**src/pdvc_ram.sv**
```systemverilog
module pdvc_ram #(
  parameter int unsigned WIDTH = 8,
  parameter int unsigned DEPTH = 16
) (
  input  logic                     clk,
  input  logic                     we,
  input  logic [$clog2(DEPTH)-1:0] waddr,
  input  logic [WIDTH-1:0]         wdata,
  input  logic                     re,
  input  logic [$clog2(DEPTH)-1:0] raddr,
  output logic [WIDTH-1:0]         rdata
);

  logic [WIDTH-1:0] mem [DEPTH];

  // one write port, one registered read port
  always_ff @(posedge clk) begin
    if (we) begin
      mem[waddr] <= wdata;
    end
    if (re) begin
      rdata <= mem[raddr];
    end
  end

endmodule

```
**config.mk**
```make
export PLATFORM = sky130hd
export DESIGN_NAME = pdvc_ram
export DESIGN_NICKNAME = d
export VERILOG_FILES = /design/src/pdvc_ram.sv
export SDC_FILE = /design/constraint.sdc
export NUM_CORES = 1
export LEC_CHECK = 0
export ABC_AREA = 0
export BUFFER_PORTS_ARGS = -buffer_cell sky130_fd_sc_hd__buf_4
export CORE_MARGIN = 2
export CORE_UTILIZATION = 45
export CTS_CLUSTER_SIZE = 24
export DETAILED_ROUTE_END_ITERATION = 8
export PLACE_DENSITY_LB_ADDON = 0.15
export SYNTH_ARGS = -nofsm -noshare
export SYNTH_HDL_FRONTEND = slang
export SYNTH_SLANG_ARGS = --single-unit
```
**constraint.sdc**
```tcl
create_clock -name clk -period 1.7 [get_ports clk]
set_clock_uncertainty 0.15 [all_clocks]
set_input_delay 0.17 -clock clk [delete_from_list [all_inputs] [get_ports clk]]
set_output_delay 0.17 -clock clk [all_outputs]
set_load 0.02 [all_outputs]
```
==> flow_results.org <==
** Run status
- Run status :: finished clean

** Worst setup path
- On the worst path, the slowest cell contributes a delay of 500 ps.
- Instance count on the critical path :: 3
- Category of the worst setup path launch point :: flop
- By startpoint and endpoint, the worst setup path is classified as reg2reg.
- Of all nets on the critical path, the largest fanout is 1.
- The worst setup path is captured at a flop.
- Combined buffer and inverter count along the critical path :: 0
- For the worst setup path, the data arrival time is 1620 ps.
- Worst R2R Path Depth :: 3
- Highest-delay cell along the critical path :: sky130_fd_sc_hd__mux4_1
- Series of cell instances along the critical path :: mux4_1, a22oi_1, nand2_1
- Req. time, crit path :: 1710 ps
- The kind of cell with the highest combined delay along the critical path is multiplexers.

** Floorplan
- DIE AREA :: 12500 um2
- Measured along the y axis, the die boundary spans 112 um.
- Placeable core region :: 11400 um2
- Row count :: 39
- Boundary pin count :: 27
- Starting Density :: 46.0%
- The die is 112 um wide.

** Timing
- The final number of hold-violating endpoints is 0.
- Based on the critical path, the design can be clocked at up to 625 MHz.
- Pins over their slew limit :: 0
- At the pin with the least slew margin, the transition time is 715 ps.
- Relative slew slack :: 52.2%
- Setup repair after global routing left no endpoint under its margin.
- Min Clock Period, post-route :: 1600 ps
- Final worst-path cycle share :: 94.2%
- Setup violations remaining at the end of the flow were counted as 0.

** CTS
- Max Buffers Root-to-Sink :: 2
- Clock tree synthesis selected as its root buffer the cell sky130_fd_sc_hd__clkbuf_16.
- TritonCTS clock tree :: built
- After clock tree synthesis, the clock-pin slew on the worst setup and hold paths is 60 ps.
- Postcts setup bufs :: 0
- The number of clock buffers added by TritonCTS is 17.
- H-tree depth :: 4
- Clock latency reported for the late side of the worst-skew pair :: 420 ps
- Clock tree sinks :: 136

** Route
- In the routed design, unresolved DRC markers number 0.
- For this block, the routed nets add up to 9550 um of wire.
- Number of nets with antenna violations after routing :: 0
- In the final routed layout, each cell accounts on average for 21.1 um.
- Count of TritonRoute iterations in the first routing pass :: 4
- Detailed routing inserted a total of 2441 vias.
- DR vias/cell :: 5.40
- In this run, the number of DRC markers left after iteration 0 of detailed routing was 73.

** Layout
- Register Area :: 4080 um2
- The layout has 858 filler cells.
- Non-Filler Instances :: 452
- Ratio of cells with drive above 1 in the final layout :: 30.1%
- The multi-input combinational cells in the finished layout cover a total of 1060 um2.
- ANT cells :: 0
- Final cell area excluding filler cells :: 6410 um2
- Number of nets in the layout :: 315
- Relative to the synthesized area, the layout overhead comes to 22.7%.

** Global routing
- Overall track demand over capacity in global routing :: 16.9%
- Antenna violations before repair :: 0
- Maximum number of pins on one net before global-route repair :: 19
- After global routing the overflow that remains totals 0.
- The via count of the first global-routing pass was 2541.
- The first global-routing pass estimated 14700 um of wire.

** Placement
- The count of buffers added on input and output ports is 26.
- Including well taps, the total number of placed cells is 411.
- The placed instances occupy a cell area of 5760 um2.
- Detailed placement ended at an HPWL of 6310 um.
- The congestion estimate from routability-driven global placement came to 0.745.

** Synthesis
- By area the synthesized netlist is led by sky130_fd_sc_hd__edfxtp_1, sky130_fd_sc_hd__mux4_2, sky130_fd_sc_hd__mux4_1.
- Cell variety after synth :: 18
- Mapped Nets :: 248
- Share of the synthesized area in the top cell type :: 78.1%
- Cell accounting for the most synthesized area :: sky130_fd_sc_hd__edfxtp_1
- Post-synthesis sequential element count :: 136
- Synthesis produced a netlist whose cell count is 229.
- A synthesized cell averages 22.8 um2.
- For this run, the number of Yosys warnings is 0.
- Sorting the synthesized cells by how often they occur yields sky130_fd_sc_hd__edfxtp_1, sky130_fd_sc_hd__mux4_2, sky130_fd_sc_hd__a22oi_1.
- Share of synthesized flip-flops with an asynchronous set or reset :: 0%
- Netlist area before placement :: 5230 um2
- After synthesis, flip-flops and latches occupy 78.1% of the total area.
- The synthesized design contains 136 enable-type register cells.
- By instance count, the leading cell after synthesis is sky130_fd_sc_hd__edfxtp_1.
- The most used flip-flop cell after synthesis is sky130_fd_sc_hd__edfxtp_1.

** Power
- The analysis attributes to cell leakage a power of 2.19 nW.
- Maximum vdd ir drop :: 0.000663 V
- Power per cell area :: 1210 nW/um2

** Hold path
- Class of the worst hold path :: in2reg
- The worst hold path was traced through 3 stages.

** Flow run
- MaxCap Viol Count :: 0
[worst reg2reg max path, cell delays in order, from the launching register on]
cell	delay (ps)
sky130_fd_sc_hd__edfxtp_1	350
sky130_fd_sc_hd__mux4_1	500
sky130_fd_sc_hd__a22oi_1	270
sky130_fd_sc_hd__nand2_1	90
[cells in the final DEF (no fill, tap or decap), drive strengths merged, types with 3 or more instances in the layout]
cell / Yosys / routed
mux4: 32 / 32
dlygate4sd3: 0 / 9
buf: 7 / 49
nand2: 9 / 9
edfxtp: 136 / 136
nor2: 13 / 13
a22oi: 16 / 16
clkinv: 0 / 9
nor3: 4 / 4
bufinv: 0 / 3
clkbuf: 0 / 19
[power by group]
group	internal, mW	leakage (nW)	switching (mW)	total, mW
Sequential	3.78	1.24	0.0196	3.80
Clock	2.26	0.276	1.26	3.52
Combinational	0.198	0.677	0.214	0.412
[cell type report]
class | count | share of cell area, %
Tap cell | 143 | 2.79
Clock buffer | 19 | 6.75
Sequential cell | 136 | 63.7
Clock inverter | 13 | 2.11
Timing Repair Buffer | 58 | 8.12
Multi-Input combinational cell | 83 | 16.6
[kinds of logic after synthesis]
group | synth area share (%)
DFF | 78.1
and+or+nand+nor | 3.14
muxes | 14.8
AOI/OAI and AO/OA | 2.30
buffers and inverters | 1.65
[what timing repair did]
item | CTS | global route
hold buffers | 9 | 0
endpoints found under the hold margin | 136 | 0
resized for setup | 0 | 0
[metal layers]
| layer | part of all wire, % | track usage, % | vias to the layer above |
|---|---|---|---|
| met5 | 0 | 0 | - |
| met4 | 2.3 | 8.15 | 0 |
| met3 | 5.1 | 4.84 | 15 |
| met2 | 48 | 26.0 | 67 |
| met1 | 44 | 22.4 | 1241 |
| li1 | - | - | 1118 |
[path summary, 6_finish.rpt]
check / start / to / slack [ps]
worst max-delay path: mem[1][1] / rdata[1] / 100
worst min-delay path: waddr[1] / mem[0][3] / 130
worst max register to register: mem[1][1] / rdata[1] / 100
worst min register to register: mem[11][2] / rdata[2] / 610
[sequential cells by signal (all words and copies together), names as in the netlist]
register and flops:
mem 128, rdata 8
[stage by stage]
step           setup TNS (ps)  power, mW  util, %  setup slack [ps]  hold slack [ps]
4_1_cts                     0       7.80     56.4              68.3              121
5_1_grt                     0       7.99     56.4              24.1              125
6_report                    0       7.73     56.4              98.9              127
3_5_place_dp             -551       4.28     50.6              -120              328
2_1_floorplan               0       4.07        -              97.6              119
3_3_place_gp             -487       4.27     50.6              -119              327
Note: power is estimated with default switching activity, not from simulation.
