## config.mk

```make
export PLATFORM = sky130hd
export DESIGN_NAME = pdvc_update
export DESIGN_NICKNAME = d
export VERILOG_FILES = /design/src/pdvc_pkg.sv /design/src/pdvc_update.sv
export SDC_FILE = /design/constraint.sdc
export NUM_CORES = 1
export LEC_CHECK = 0
export ABC_CLOCK_PERIOD_IN_PS = 7900
export BUFFER_PORTS_ARGS = -buffer_cell sky130_fd_sc_hd__buf_2
export CAP_MARGIN = 0
export CORE_UTILIZATION = 45
export DETAILED_ROUTE_END_ITERATION = 8
export MAX_ROUTING_LAYER = met4
export PLACE_DENSITY = 0.91
export REMOVE_ABC_BUFFERS = 1
export SYNTH_ARGS = -nofsm -noshare
export SYNTH_HDL_FRONTEND = slang
export SYNTH_SLANG_ARGS = --single-unit
```

## constraint.sdc

```tcl
create_clock -name vclk -period 7.9
set_clock_uncertainty 0.05 [all_clocks]
set_input_delay 2.37 -clock vclk [all_inputs]
set_output_delay 2.37 -clock vclk [all_outputs]
set_load 0.03 [all_outputs]
```

## src/pdvc_pkg.sv

```systemverilog
package pdvc_pkg;

  // field widths of one beat
  localparam int unsigned REQ_W   = 2;
  localparam int unsigned ID_W    = 12;
  localparam int unsigned VAL_W   = 12;
  localparam int unsigned VISIT_W = 2;
  localparam int unsigned CNT_W   = 13;

  // stream packing
  localparam int unsigned IN_TDATA_W  = 32;
  localparam int unsigned OUT_TDATA_W = 16;

  localparam logic [CNT_W-1:0] COUNT_MAX = {CNT_W{1'b1}};

  // request kinds carried on in_tuser
  typedef enum logic [REQ_W-1:0] {
    REQ_ADD    = 2'd0,
    REQ_REMOVE = 2'd1,
    REQ_QUERY  = 2'd2
  } req_t;

  // control sequencer
  typedef enum logic [1:0] {
    ST_CLEAR,
    ST_IDLE,
    ST_EXEC
  } state_t;

  // result of one read-modify-write step
  typedef struct packed {
    logic               visit_we;
    logic [VISIT_W-1:0] visit_wdata;
    logic               value_we;
    logic [CNT_W-1:0]   value_wdata;
    logic [CNT_W-1:0]   total_nxt;
    logic [CNT_W-1:0]   result;
    logic               misuse;
  } upd_t;

endpackage

```

## src/pdvc_update.sv

```systemverilog
module pdvc_update #(
  parameter int unsigned NODES  = 4096,
  parameter int unsigned VALUES = 4096
) (
  input  logic [pdvc_pkg::REQ_W-1:0]   req,
  input  logic [pdvc_pkg::ID_W-1:0]    node_id,
  input  logic [pdvc_pkg::VAL_W-1:0]   node_value,
  input  logic                         extra_node,
  input  logic [pdvc_pkg::VISIT_W-1:0] visit_rd,
  input  logic [pdvc_pkg::CNT_W-1:0]   count_rd,
  input  logic [pdvc_pkg::CNT_W-1:0]   total,
  output pdvc_pkg::upd_t               upd
);
  import pdvc_pkg::*;

  logic node_ok;
  logic val_ok;
  logic do_up;
  logic do_down;
  logic q_add;

  // range checks against the configured store depths
  assign node_ok = 32'(node_id) < 32'(NODES);
  assign val_ok  = 32'(node_value) < 32'(VALUES);

  always_comb begin
    upd             = '0;
    upd.visit_wdata = visit_rd;
    upd.value_wdata = count_rd;
    upd.total_nxt   = total;
    do_up           = 1'b0;
    do_down         = 1'b0;
    q_add           = 1'b0;

    // decode request, step the visit count
    unique case (req)
      REQ_ADD: begin
        if (!node_ok || !val_ok || visit_rd >= 2'd2) begin
          upd.misuse = 1'b1;
        end else begin
          upd.visit_we    = 1'b1;
          upd.visit_wdata = visit_rd + 2'd1;
          if (visit_rd == 2'd1) begin
            do_down = 1'b1;
          end else begin
            do_up = 1'b1;
          end
        end
      end
      REQ_REMOVE: begin
        if (!node_ok || !val_ok || visit_rd == 2'd0) begin
          upd.misuse = 1'b1;
        end else begin
          upd.visit_we    = 1'b1;
          upd.visit_wdata = visit_rd - 2'd1;
          if (visit_rd == 2'd2) begin
            do_up = 1'b1;
          end else begin
            do_down = 1'b1;
          end
        end
      end
      REQ_QUERY: begin
        if (extra_node) begin
          if (!val_ok) begin
            upd.misuse = 1'b1;
          end else if (count_rd == '0) begin
            q_add = 1'b1;
          end
        end
      end
      default: begin
        upd.misuse = 1'b1;
      end
    endcase

    // value count with saturation, running total follows 0<->1 edges
    if (do_up && count_rd != COUNT_MAX) begin
      upd.value_we    = 1'b1;
      upd.value_wdata = count_rd + CNT_W'(1);
      if (count_rd == '0) begin
        upd.total_nxt = total + CNT_W'(1);
      end
    end
    if (do_down && count_rd != '0) begin
      upd.value_we    = 1'b1;
      upd.value_wdata = count_rd - CNT_W'(1);
      if (count_rd == CNT_W'(1) && total != '0) begin
        upd.total_nxt = total - CNT_W'(1);
      end
    end

    // reported count, saturating
    if (q_add && upd.total_nxt != COUNT_MAX) begin
      upd.result = upd.total_nxt + CNT_W'(1);
    end else begin
      upd.result = upd.total_nxt;
    end
  end

endmodule

```

==> flow_summary.json, run 1 <==
{
  "path_class": "in2out",
  "synth_compound_area_share_pct": 20.1,
  "fp.dieH_um": 68.8,
  "num_antenna_cells": 0,
  "dr_total_vias": 2658,
  "rows": 23,
  "cp-start-kind": "primary input",
  "overflow": 0,
  "synth_xor_area_share_pct": 13.2,
  "n_sequential_cell": 0,
  "nClkBuffers": 0,
  "finalNetCount": 465,
  "cp.required_ps": 5480,
  "crit_path_end": "upd[8]",
  "ys_seq_area_share_pct": 0,
  "clock.fmax_mhz": 127,
  "grt_pass1_vias": 2312,
  "irDropWorstVdd_mv": 0.0394,
  "finalCritPeriodShare_pct": 99.8,
  "final_area_sq_um": 3040,
  "cts-hold-fix-buffers": 0,
  "seqCellArea_sq_um": 0,
  "ys_warn_count": 0,
  "gp_congestion": 0.918,
  "ios": 99,
  "dieArea_sq_um": 4730,
  "wirelength_um": 6890,
  "hp-class": "in2out",
  "grt_pass1_wl_um": 10000,
  "portBuffers": 75,
  "final_cells": 445,
  "track_usage_pct": 27.9,
  "startpoint": "count_rd[1]",
  "core_area_sq_um": 4140,
  "drt_pass1_iterations": 4,
  "grt_antenna_before_repair": 0,
  "status": "finished clean",
  "endpoint_kind": "primary output",
  "synthAdderAreaFrac_pct": 8.10,
  "p_leak_nw": 1.27,
  "hold_viol": 0,
  "drc_errors": 0,
  "critical_path.max_fanout": 4,
  "p_per_area_nw_per_um2": 48.8,
  "dp_hpwl_um": 5320,
  "cp.arrival_ps": 5460,
  "synthMuxAreaShare_pct": 3.43,
  "start_util_pct": 48.4,
  "dpl-instance-area_sq_um": 2710,
  "die_w_um": 68.8,
  "cap_violations": 0,
  "drv_slew": 0,
  "relSlewSlack_pct": 54.6,
  "min_from": "visit_rd[0]",
  "postLayoutCoreUtil_pct": 73.3,
  "viasPerCell": 5.97,
  "area_delta_synth_final_pct": 51.4,
  "syn_avg_cell_area_sq_um": 7.19,
  "wl_per_cell_um": 15.5,
  "holdPathStages": 4,
  "fin_crit_ps": 7880,
  "dp.cells": 434,
  "grt_max_degree": 15,
  "drive_above_1_share_pct": 47.3,
  "synth_area_sq_um": 2010,
  "synth_top_family_by_area": "simple AND/OR/NAND/NOR gates",
  "synth_cell_types": 68,
  "yosys.area_share.simple_pct": 47.6,
  "ant_nets": 0,
  "worst_pin_slew_ps": 677,
  "drt_iter0_drc": 139,
  "setup_viol": 0,
  "syn_inst": 279,
  "rsz0062_at_grt": "yes"
}
==> layout make-up <==
| type | instances | area, sq um |
|---|---|---|
| timing repair buffer | 134 | 878 |
| inverter | 16 | 72.6 |
| fill | 314 | 1100 |
| tap | 50 | 62.6 |
| multi-input combinational | 245 | 2030 |
==> worst max-delay path, cell delays in order <==
cell	delay (ps)
buf_8	110
inv_8	50
ha_4	140
buf_6	100
or3b_4	370
buf_6	130
nor4_4	260
nand2_1	160
a221oi_1	340
a31oi_1	120
ha_2	230
inv_2	70
buf_4	110
nor4_4	40
buf_4	150
a211oi_1	320
xnor2_1	160
clkbuf_4	210
==> cell usage in the layout, fill, tap and decap left out, drive strengths merged, types with 5 or more instances in the layout <==
cell | synthesis | layout
xor2 | 13 | 13
nor4 | 20 | 20
a31oi | 10 | 10
nor3b | 5 | 5
inv | 16 | 16
or4 | 5 | 5
nand2 | 24 | 24
nand4 | 14 | 14
nor3 | 15 | 15
buf | 8 | 133
ha | 13 | 13
nor2 | 23 | 23
xnor2 | 15 | 15
o21ai | 8 | 8
nand3 | 12 | 12
==> repair_timing <==
| item | in CTS | in global routing |
|---|---|---|
| setup buffers | 4 | 7 |
| gates resized for setup | 22 | 40 |
| endpoints found under the setup margin | 12 | 13 |
| endpoints found under the hold margin | 0 | 0 |
| pin swaps | 8 | 11 |
==> metrics by stage <==
stage	hold slack (ps)	power (mW)	setup TNS [ps]	setup slack (ps)
after floorplan	4800	0.0751	-6890	-621
after global placement	5090	0.128	-1210	-215
after detailed placement	5100	0.131	-2330	-307
after CTS	5100	0.138	-2.47	-2.47
after global routing	5150	0.159	-365	-74.6
final	5110	0.148	0	19.1
==> worst min-delay path by stage <==
stage / endpoint
2_1_floorplan: upd[43]
3_3_place_gp: upd[39]
3_5_place_dp: upd[39]
4_1_cts: upd[39]
5_1_grt: upd[39]
6_report: upd[41]
==> cell families (layout without fill, tap and decap cells) <==
family | Yosys count | after routing
multiplexers | 6 | 6
AND/OR/NAND/NOR | 146 | 146
adder cells (fa/ha/maj) | 13 | 13
XOR/XNOR | 28 | 28
AO/OA/AOI/OAI | 52 | 52
buffers and inverters | 34 | 150
==> routing by layer <==
| metal | part of all wire (%) | global-route usage, % |
|---|---|---|
| met5 | 0 | - |
| met4 | 1.6 | 5.36 |
| met3 | 5.3 | 1.32 |
| met2 | 54 | 55.5 |
| met1 | 39 | 30.4 |
==> power breakdown <==
part	leakage [nW]	internal [mW]	switching, mW
logic	1.27	0.0565	0.0918
registers	0	0	0
clock network	0	0	0
total	1.27	0.0565	0.0918
==> cell usage after synthesis (all sizes together), types with 3 or more instances <==
cell / n / area [sq um]
nand3: 12 / 65.1
and3b: 3 / 26.3
mux2: 4 / 48.8
nor3: 15 / 85.1
a21boi: 3 / 22.5
nor3b: 5 / 37.5
a31oi: 10 / 62.6
o41ai: 4 / 53.8
and3: 4 / 25.0
or4: 5 / 45.0
nand2: 24 / 90.1
xor2: 13 / 133
clkbuf: 10 / 37.5
or3b: 4 / 35.0
xnor2: 15 / 131
and4: 4 / 35.0
nand4: 14 / 103
nor2: 23 / 96.4
o21ai: 8 / 40.0
buf: 8 / 55.1
nor4: 20 / 223
a21oi: 4 / 20.0
ha: 13 / 163
or2: 4 / 25.0
inv: 16 / 60.1
a211oi: 3 / 22.5
No activity file was read; power rests on OpenSTA's default activity.
==> run 2, diff against run 1 <==
--- a/config.mk
+++ b/config.mk
@@ -6,7 +6,7 @@
 export NUM_CORES = 1
 export LEC_CHECK = 0
 export ABC_CLOCK_PERIOD_IN_PS = 7900
-export BUFFER_PORTS_ARGS = -buffer_cell sky130_fd_sc_hd__buf_2
+export BUFFER_PORTS_ARGS = -buffer_cell sky130_fd_sc_hd__buf_4
 export CAP_MARGIN = 0
 export CORE_UTILIZATION = 45
 export DETAILED_ROUTE_END_ITERATION = 8
==> run 2 against run 1 <==
Non-clock buffer count is 2 lower. Largest power group unchanged. Clock-buffer cell count did not move. Combinational power increased by 7%. Worst setup slack improved by 59 ps.
==> flow_summary.json, run 2 (synthesis results as in run 1) <==
{
  "grt_antenna_before_repair": 0,
  "area_delta_synth_final_pct": 60.1,
  "n_sequential_cell": 0,
  "nClkBuffers": 0,
  "dr_total_vias": 2713,
  "startpoint": "count_rd[12]",
  "hold_viol": 0,
  "rows": 23,
  "drt_iter0_drc": 150,
  "critical_path.max_fanout": 5,
  "drive_above_1_share_pct": 48.6,
  "portBuffers": 75,
  "start_util_pct": 48.4,
  "cap_violations": 0,
  "cp.required_ps": 5480,
  "grt_pass1_wl_um": 10900,
  "rsz0062_at_grt": "yes",
  "p_leak_nw": 1.32,
  "grt_max_degree": 15,
  "cp.arrival_ps": 5400,
  "setup_viol": 0,
  "finalCritPeriodShare_pct": 99.0,
  "status": "finished clean",
  "fp.dieH_um": 68.8,
  "final.setup.tns_ps": 0,
  "finalNetCount": 463,
  "relSlewSlack_pct": 54.9,
  "drc_errors": 0,
  "viasPerCell": 6.12,
  "postLayoutCoreUtil_pct": 77.5,
  "dieArea_sq_um": 4730,
  "core_area_sq_um": 4140,
  "endpoint_kind": "primary output",
  "crit_path_end": "upd[10]",
  "drt_pass1_iterations": 6,
  "die_w_um": 68.8,
  "num_antenna_cells": 0,
  "worst_pin_slew_ps": 672,
  "hp-class": "in2out",
  "clock.fmax_mhz": 128,
  "layout.cells.most_common": "buf_4",
  "total_power_mw": 0.159,
  "dp_hpwl_um": 5520,
  "p_per_area_nw_per_um2": 49.5,
  "layout_common_cells": "buf_4 (126), nand2_1 (22), nor2_1 (21)",
  "ant_nets": 0,
  "seqCellArea_sq_um": 0,
  "fin_crit_ps": 7820,
  "path_class": "in2out",
  "track_usage_pct": 30.4,
  "cp-start-kind": "primary input",
  "wirelength_um": 7230,
  "fillers": 293,
  "ios": 99,
  "irDropWorstVdd_mv": 0.0363,
  "grt_pass1_vias": 2471,
  "overflow": 0,
  "gp_congestion": 0.947,
  "holdPathStages": 3,
  "wl_per_cell_um": 16.3,
  "drv_slew": 0
}
==> run 2: cell types whose count changed in the layout (fill, tap and decap cells not counted), moves of 2 or more <==
| cell | delta |
|---|---|
| nor4_2 | +2 |
| buf_2 | -63 |
| a31oi_2 | +2 |
| buf_4 | +62 |
| nor4_1 | -2 |
| a31oi_1 | -2 |
==> run 2: cell type report <==
class                      instances  area (sq um)  share of cell area (%)
tap                               50          62.6                    1.95
inverter                          16          67.6                    2.10
multi-input combinational        245          2060                    64.2
timing repair buffer             132          1020                    31.8
==> run 2: what timing repair did <==
action	CTS	global route
pin swaps	11	9
hold buffers	0	0
setup endpoints to repair	13	12
buffers inserted	1	3
gates resized for setup	28	21
==> run 2: layer usage <==
layer  share of wire (%)  track usage, %  up-vias  routed length (um)
met5                   0               -        -                   0
met4                 3.2            5.36        0                 233
met3                 5.8           0.987       30                 421
met2                  52            60.9      155                3780
met1                  39            33.2     1237                2800
li1                    -               -     1291                   -
==> run 2: worst min path at each step <==
stage | from | to | slack, ps
2_1_floorplan | req[1] | upd[43] | 4800
4_1_cts | req[1] | upd[43] | 5070
3_3_place_gp | visit_rd[0] | upd[41] | 5060
6_report | req[1] | upd[43] | 5080
5_1_grt | count_rd[12] | upd[39] | 5090
3_5_place_dp | req[1] | upd[43] | 5070
==> run 2: worst max-delay path: stages <==
cell	delay, ps
buf_6	100
or4_4	570
or4_4	570
buf_6	150
nor4_4	170
mux2_4	350
o211ai_4	260
nor4_4	100
buf_4	170
nor4_4	250
xor2_1	180
buf_4	180
==> run 2: through the flow <==
step / instance area, sq um / hold WS (ps) / cells / setup slack, ps
2_1_floorplan: 1910 / 4800 / 261 / -621
3_3_place_gp: 2950 / 5060 / 440 / -203
3_5_place_dp: 2950 / 5070 / 440 / -267
4_1_cts: 3080 / 5070 / 441 / 0.548
5_1_grt: 3210 / 5090 / 443 / -49.4
6_report: 3210 / 5080 / 443 / 77.6
==> run 2: power breakdown <==
group / internal, mW / switching [mW]
Clock: 0 / 0
Sequential: 0 / 0
Combinational: 0.0654 / 0.0935
==> run 3, diff against run 2 <==
--- a/config.mk
+++ b/config.mk
@@ -8,6 +8,7 @@
 export ABC_CLOCK_PERIOD_IN_PS = 7900
 export BUFFER_PORTS_ARGS = -buffer_cell sky130_fd_sc_hd__buf_4
 export CAP_MARGIN = 0
+export CORE_MARGIN = 3
 export CORE_UTILIZATION = 45
 export DETAILED_ROUTE_END_ITERATION = 8
 export MAX_ROUTING_LAYER = met4
==> run 3 against run 2 <==
The flow now finishes with violations (setup timing). Global-route usage down 3.0 points. Die area up 12%. Utilization is 2.1 points higher. Non-clock buffer count grew 7. Combinational power barely moved. First-iteration DRC count increased by 28%. Flip-flop and latch count is the same. Wire length up 8.2%. Via count is 3.5% higher. Hold slack worse by 1.3 ps. Critical endpoint is now upd[12]. Largest cell class unchanged.
==> flow_summary.json, run 3 (synthesis results as in run 1) <==
{
  "status": "finished, violations left",
  "violations": "setup timing",
  "path_class": "in2out",
  "place_ws_ps": -465,
  "switchingPower_mw": 0.0953,
  "grt_pass1_vias": 2652,
  "drive_above_1_share_pct": 50.0,
  "swShare_pct": 58.9,
  "critical_path.max_fanout": 5,
  "num_antenna_cells": 0,
  "pwr-share-seq_pct": 0,
  "relSlewSlack_pct": 53.4,
  "die_w_um": 72.8,
  "fillers": 294,
  "dpl-instance-area_sq_um": 2950,
  "dp.cells": 441,
  "endpoint_kind": "primary output",
  "p_leak_nw": 1.38,
  "layout.cells.most_common": "buf_4",
  "fp.dieH_um": 72.8,
  "drv_slew": 0,
  "n_sequential_cell": 0,
  "finalNetCount": 470,
  "wirelength_um": 7830,
  "drt_iter0_drc": 192,
  "dieArea_sq_um": 5300,
  "cap_violations": 0,
  "cp.arrival_ps": 5550,
  "dr_total_vias": 2807,
  "setup_viol": 2,
  "finalCritPeriodShare_pct": 101,
  "hold_viol": 0,
  "rows": 23,
  "layout_common_cells": "buf_4 (129), nand2_1 (24), nor2_1 (21)",
  "intPower_mw": 0.0664,
  "nClkBuffers": 0,
  "worstPathCellList": "buf_4 > or4_4 > buf_4 > or4_4 > nor3_2 > a32oi_1 > xor2_1 > buf_4 > nor2_1 > a311o_1 > xnor2_1 > buf_4",
  "drt_pass1_iterations": 4,
  "cts-hold-fix-buffers": 0,
  "fin_crit_ps": 7970,
  "seqCellArea_sq_um": 0,
  "hp-class": "in2out",
  "gp_congestion": 0.964,
  "final_cells": 450,
  "core_area_sq_um": 4140,
  "cp.required_ps": 5480,
  "grt_max_degree": 15,
  "drc_errors": 0,
  "cp-start-kind": "primary input",
  "rsz0062_at_grt": "yes",
  "worst_pin_slew_ps": 694,
  "cp_slowest_cell": "or4_4",
  "irDropWorstVdd_mv": 0.0361,
  "grt_pass1_wl_um": 11800,
  "dp_hpwl_um": 5870,
  "path_common_cell": "buf_4",
  "ios": 99,
  "p_clk_share_pct": 0,
  "area_delta_synth_final_pct": 64.5,
  "track_usage_pct": 27.4,
  "overflow": 0,
  "grt_antenna_before_repair": 0,
  "portBuffers": 75,
  "ant_nets": 0,
  "clock.fmax_mhz": 126,
  "total_power_mw": 0.162,
  "p_per_area_nw_per_um2": 49.0,
  "final_area_sq_um": 3300,
  "viasPerCell": 6.24,
  "slowest_delay_ps": 550,
  "wl_per_cell_um": 17.4,
  "start_util_pct": 48.4,
  "setup_slack_ps": -67.2,
  "p_comb_share_pct": 100.0
}
## run 3: critical path: cells and delay by family
kind | cells | cell delay, ps
AOI/OAI and AO/OA | 2 | 460
and+or+nand+nor | 4 | 1670
xor gates and xnor gates | 2 | 360
buffers and inverters | 4 | 670
## run 3: routing by layer
layer / share of wire (%) / wire length [um] / GRT usage [%] / vias to the layer above
li1: - / - / - / 1302
met1: 38 / 2940 / 30.2 / 1325
met2: 54 / 4230 / 50.9 / 156
met3: 5.9 / 463 / 1.52 / 24
met4: 2.4 / 189 / 10.9 / 0
met5: 0 / 0 / - / -
## run 3: power by group through the flow
stage | sequential, mW | clock [mW] | combinational, mW
after floorplan | 0 | 0 | 0.0751
after global placement | 0 | 0 | 0.143
after detailed placement | 0 | 0 | 0.147
after CTS | 0 | 0 | 0.153
after global routing | 0 | 0 | 0.172
final | 0 | 0 | 0.162
## run 3: path summary, 6_finish.rpt
path,start,end,slack [ps],depth (start not counted)
max,count_rd[5],upd[12],-70,12
min,visit_rd[0],upd[41],5070,4
## run 3: through the flow
step / hold WS [ps] / TNS, ps / util (%)
final: 5070 / -68.5 / 79.7
after global routing: 5100 / -888 / 79.7
after CTS: 5070 / -37.2 / 74.6
after detailed placement: 5070 / -2820 / 71.3
after global placement: 5060 / -1800 / 71.3
after floorplan: 4800 / -6890 / -
## run 3: layout make-up
| type | count | area [sq um] | area share (%) |
|---|---|---|---|
| timing repair buffer | 139 | 1090 | 33.0 |
| multi-input combinational | 245 | 2080 | 63.1 |
| tap | 50 | 62.6 | 1.89 |
| inverter | 16 | 67.6 | 2.05 |
## run 3: what timing repair did
item / 4_1_cts / 5_1_grt
setup endpoints to repair: 13 / 13
pin swaps: 12 / 18
gates resized for setup: 27 / 29
setup buffers: 3 / 6
endpoints found under the hold margin: 0 / 0
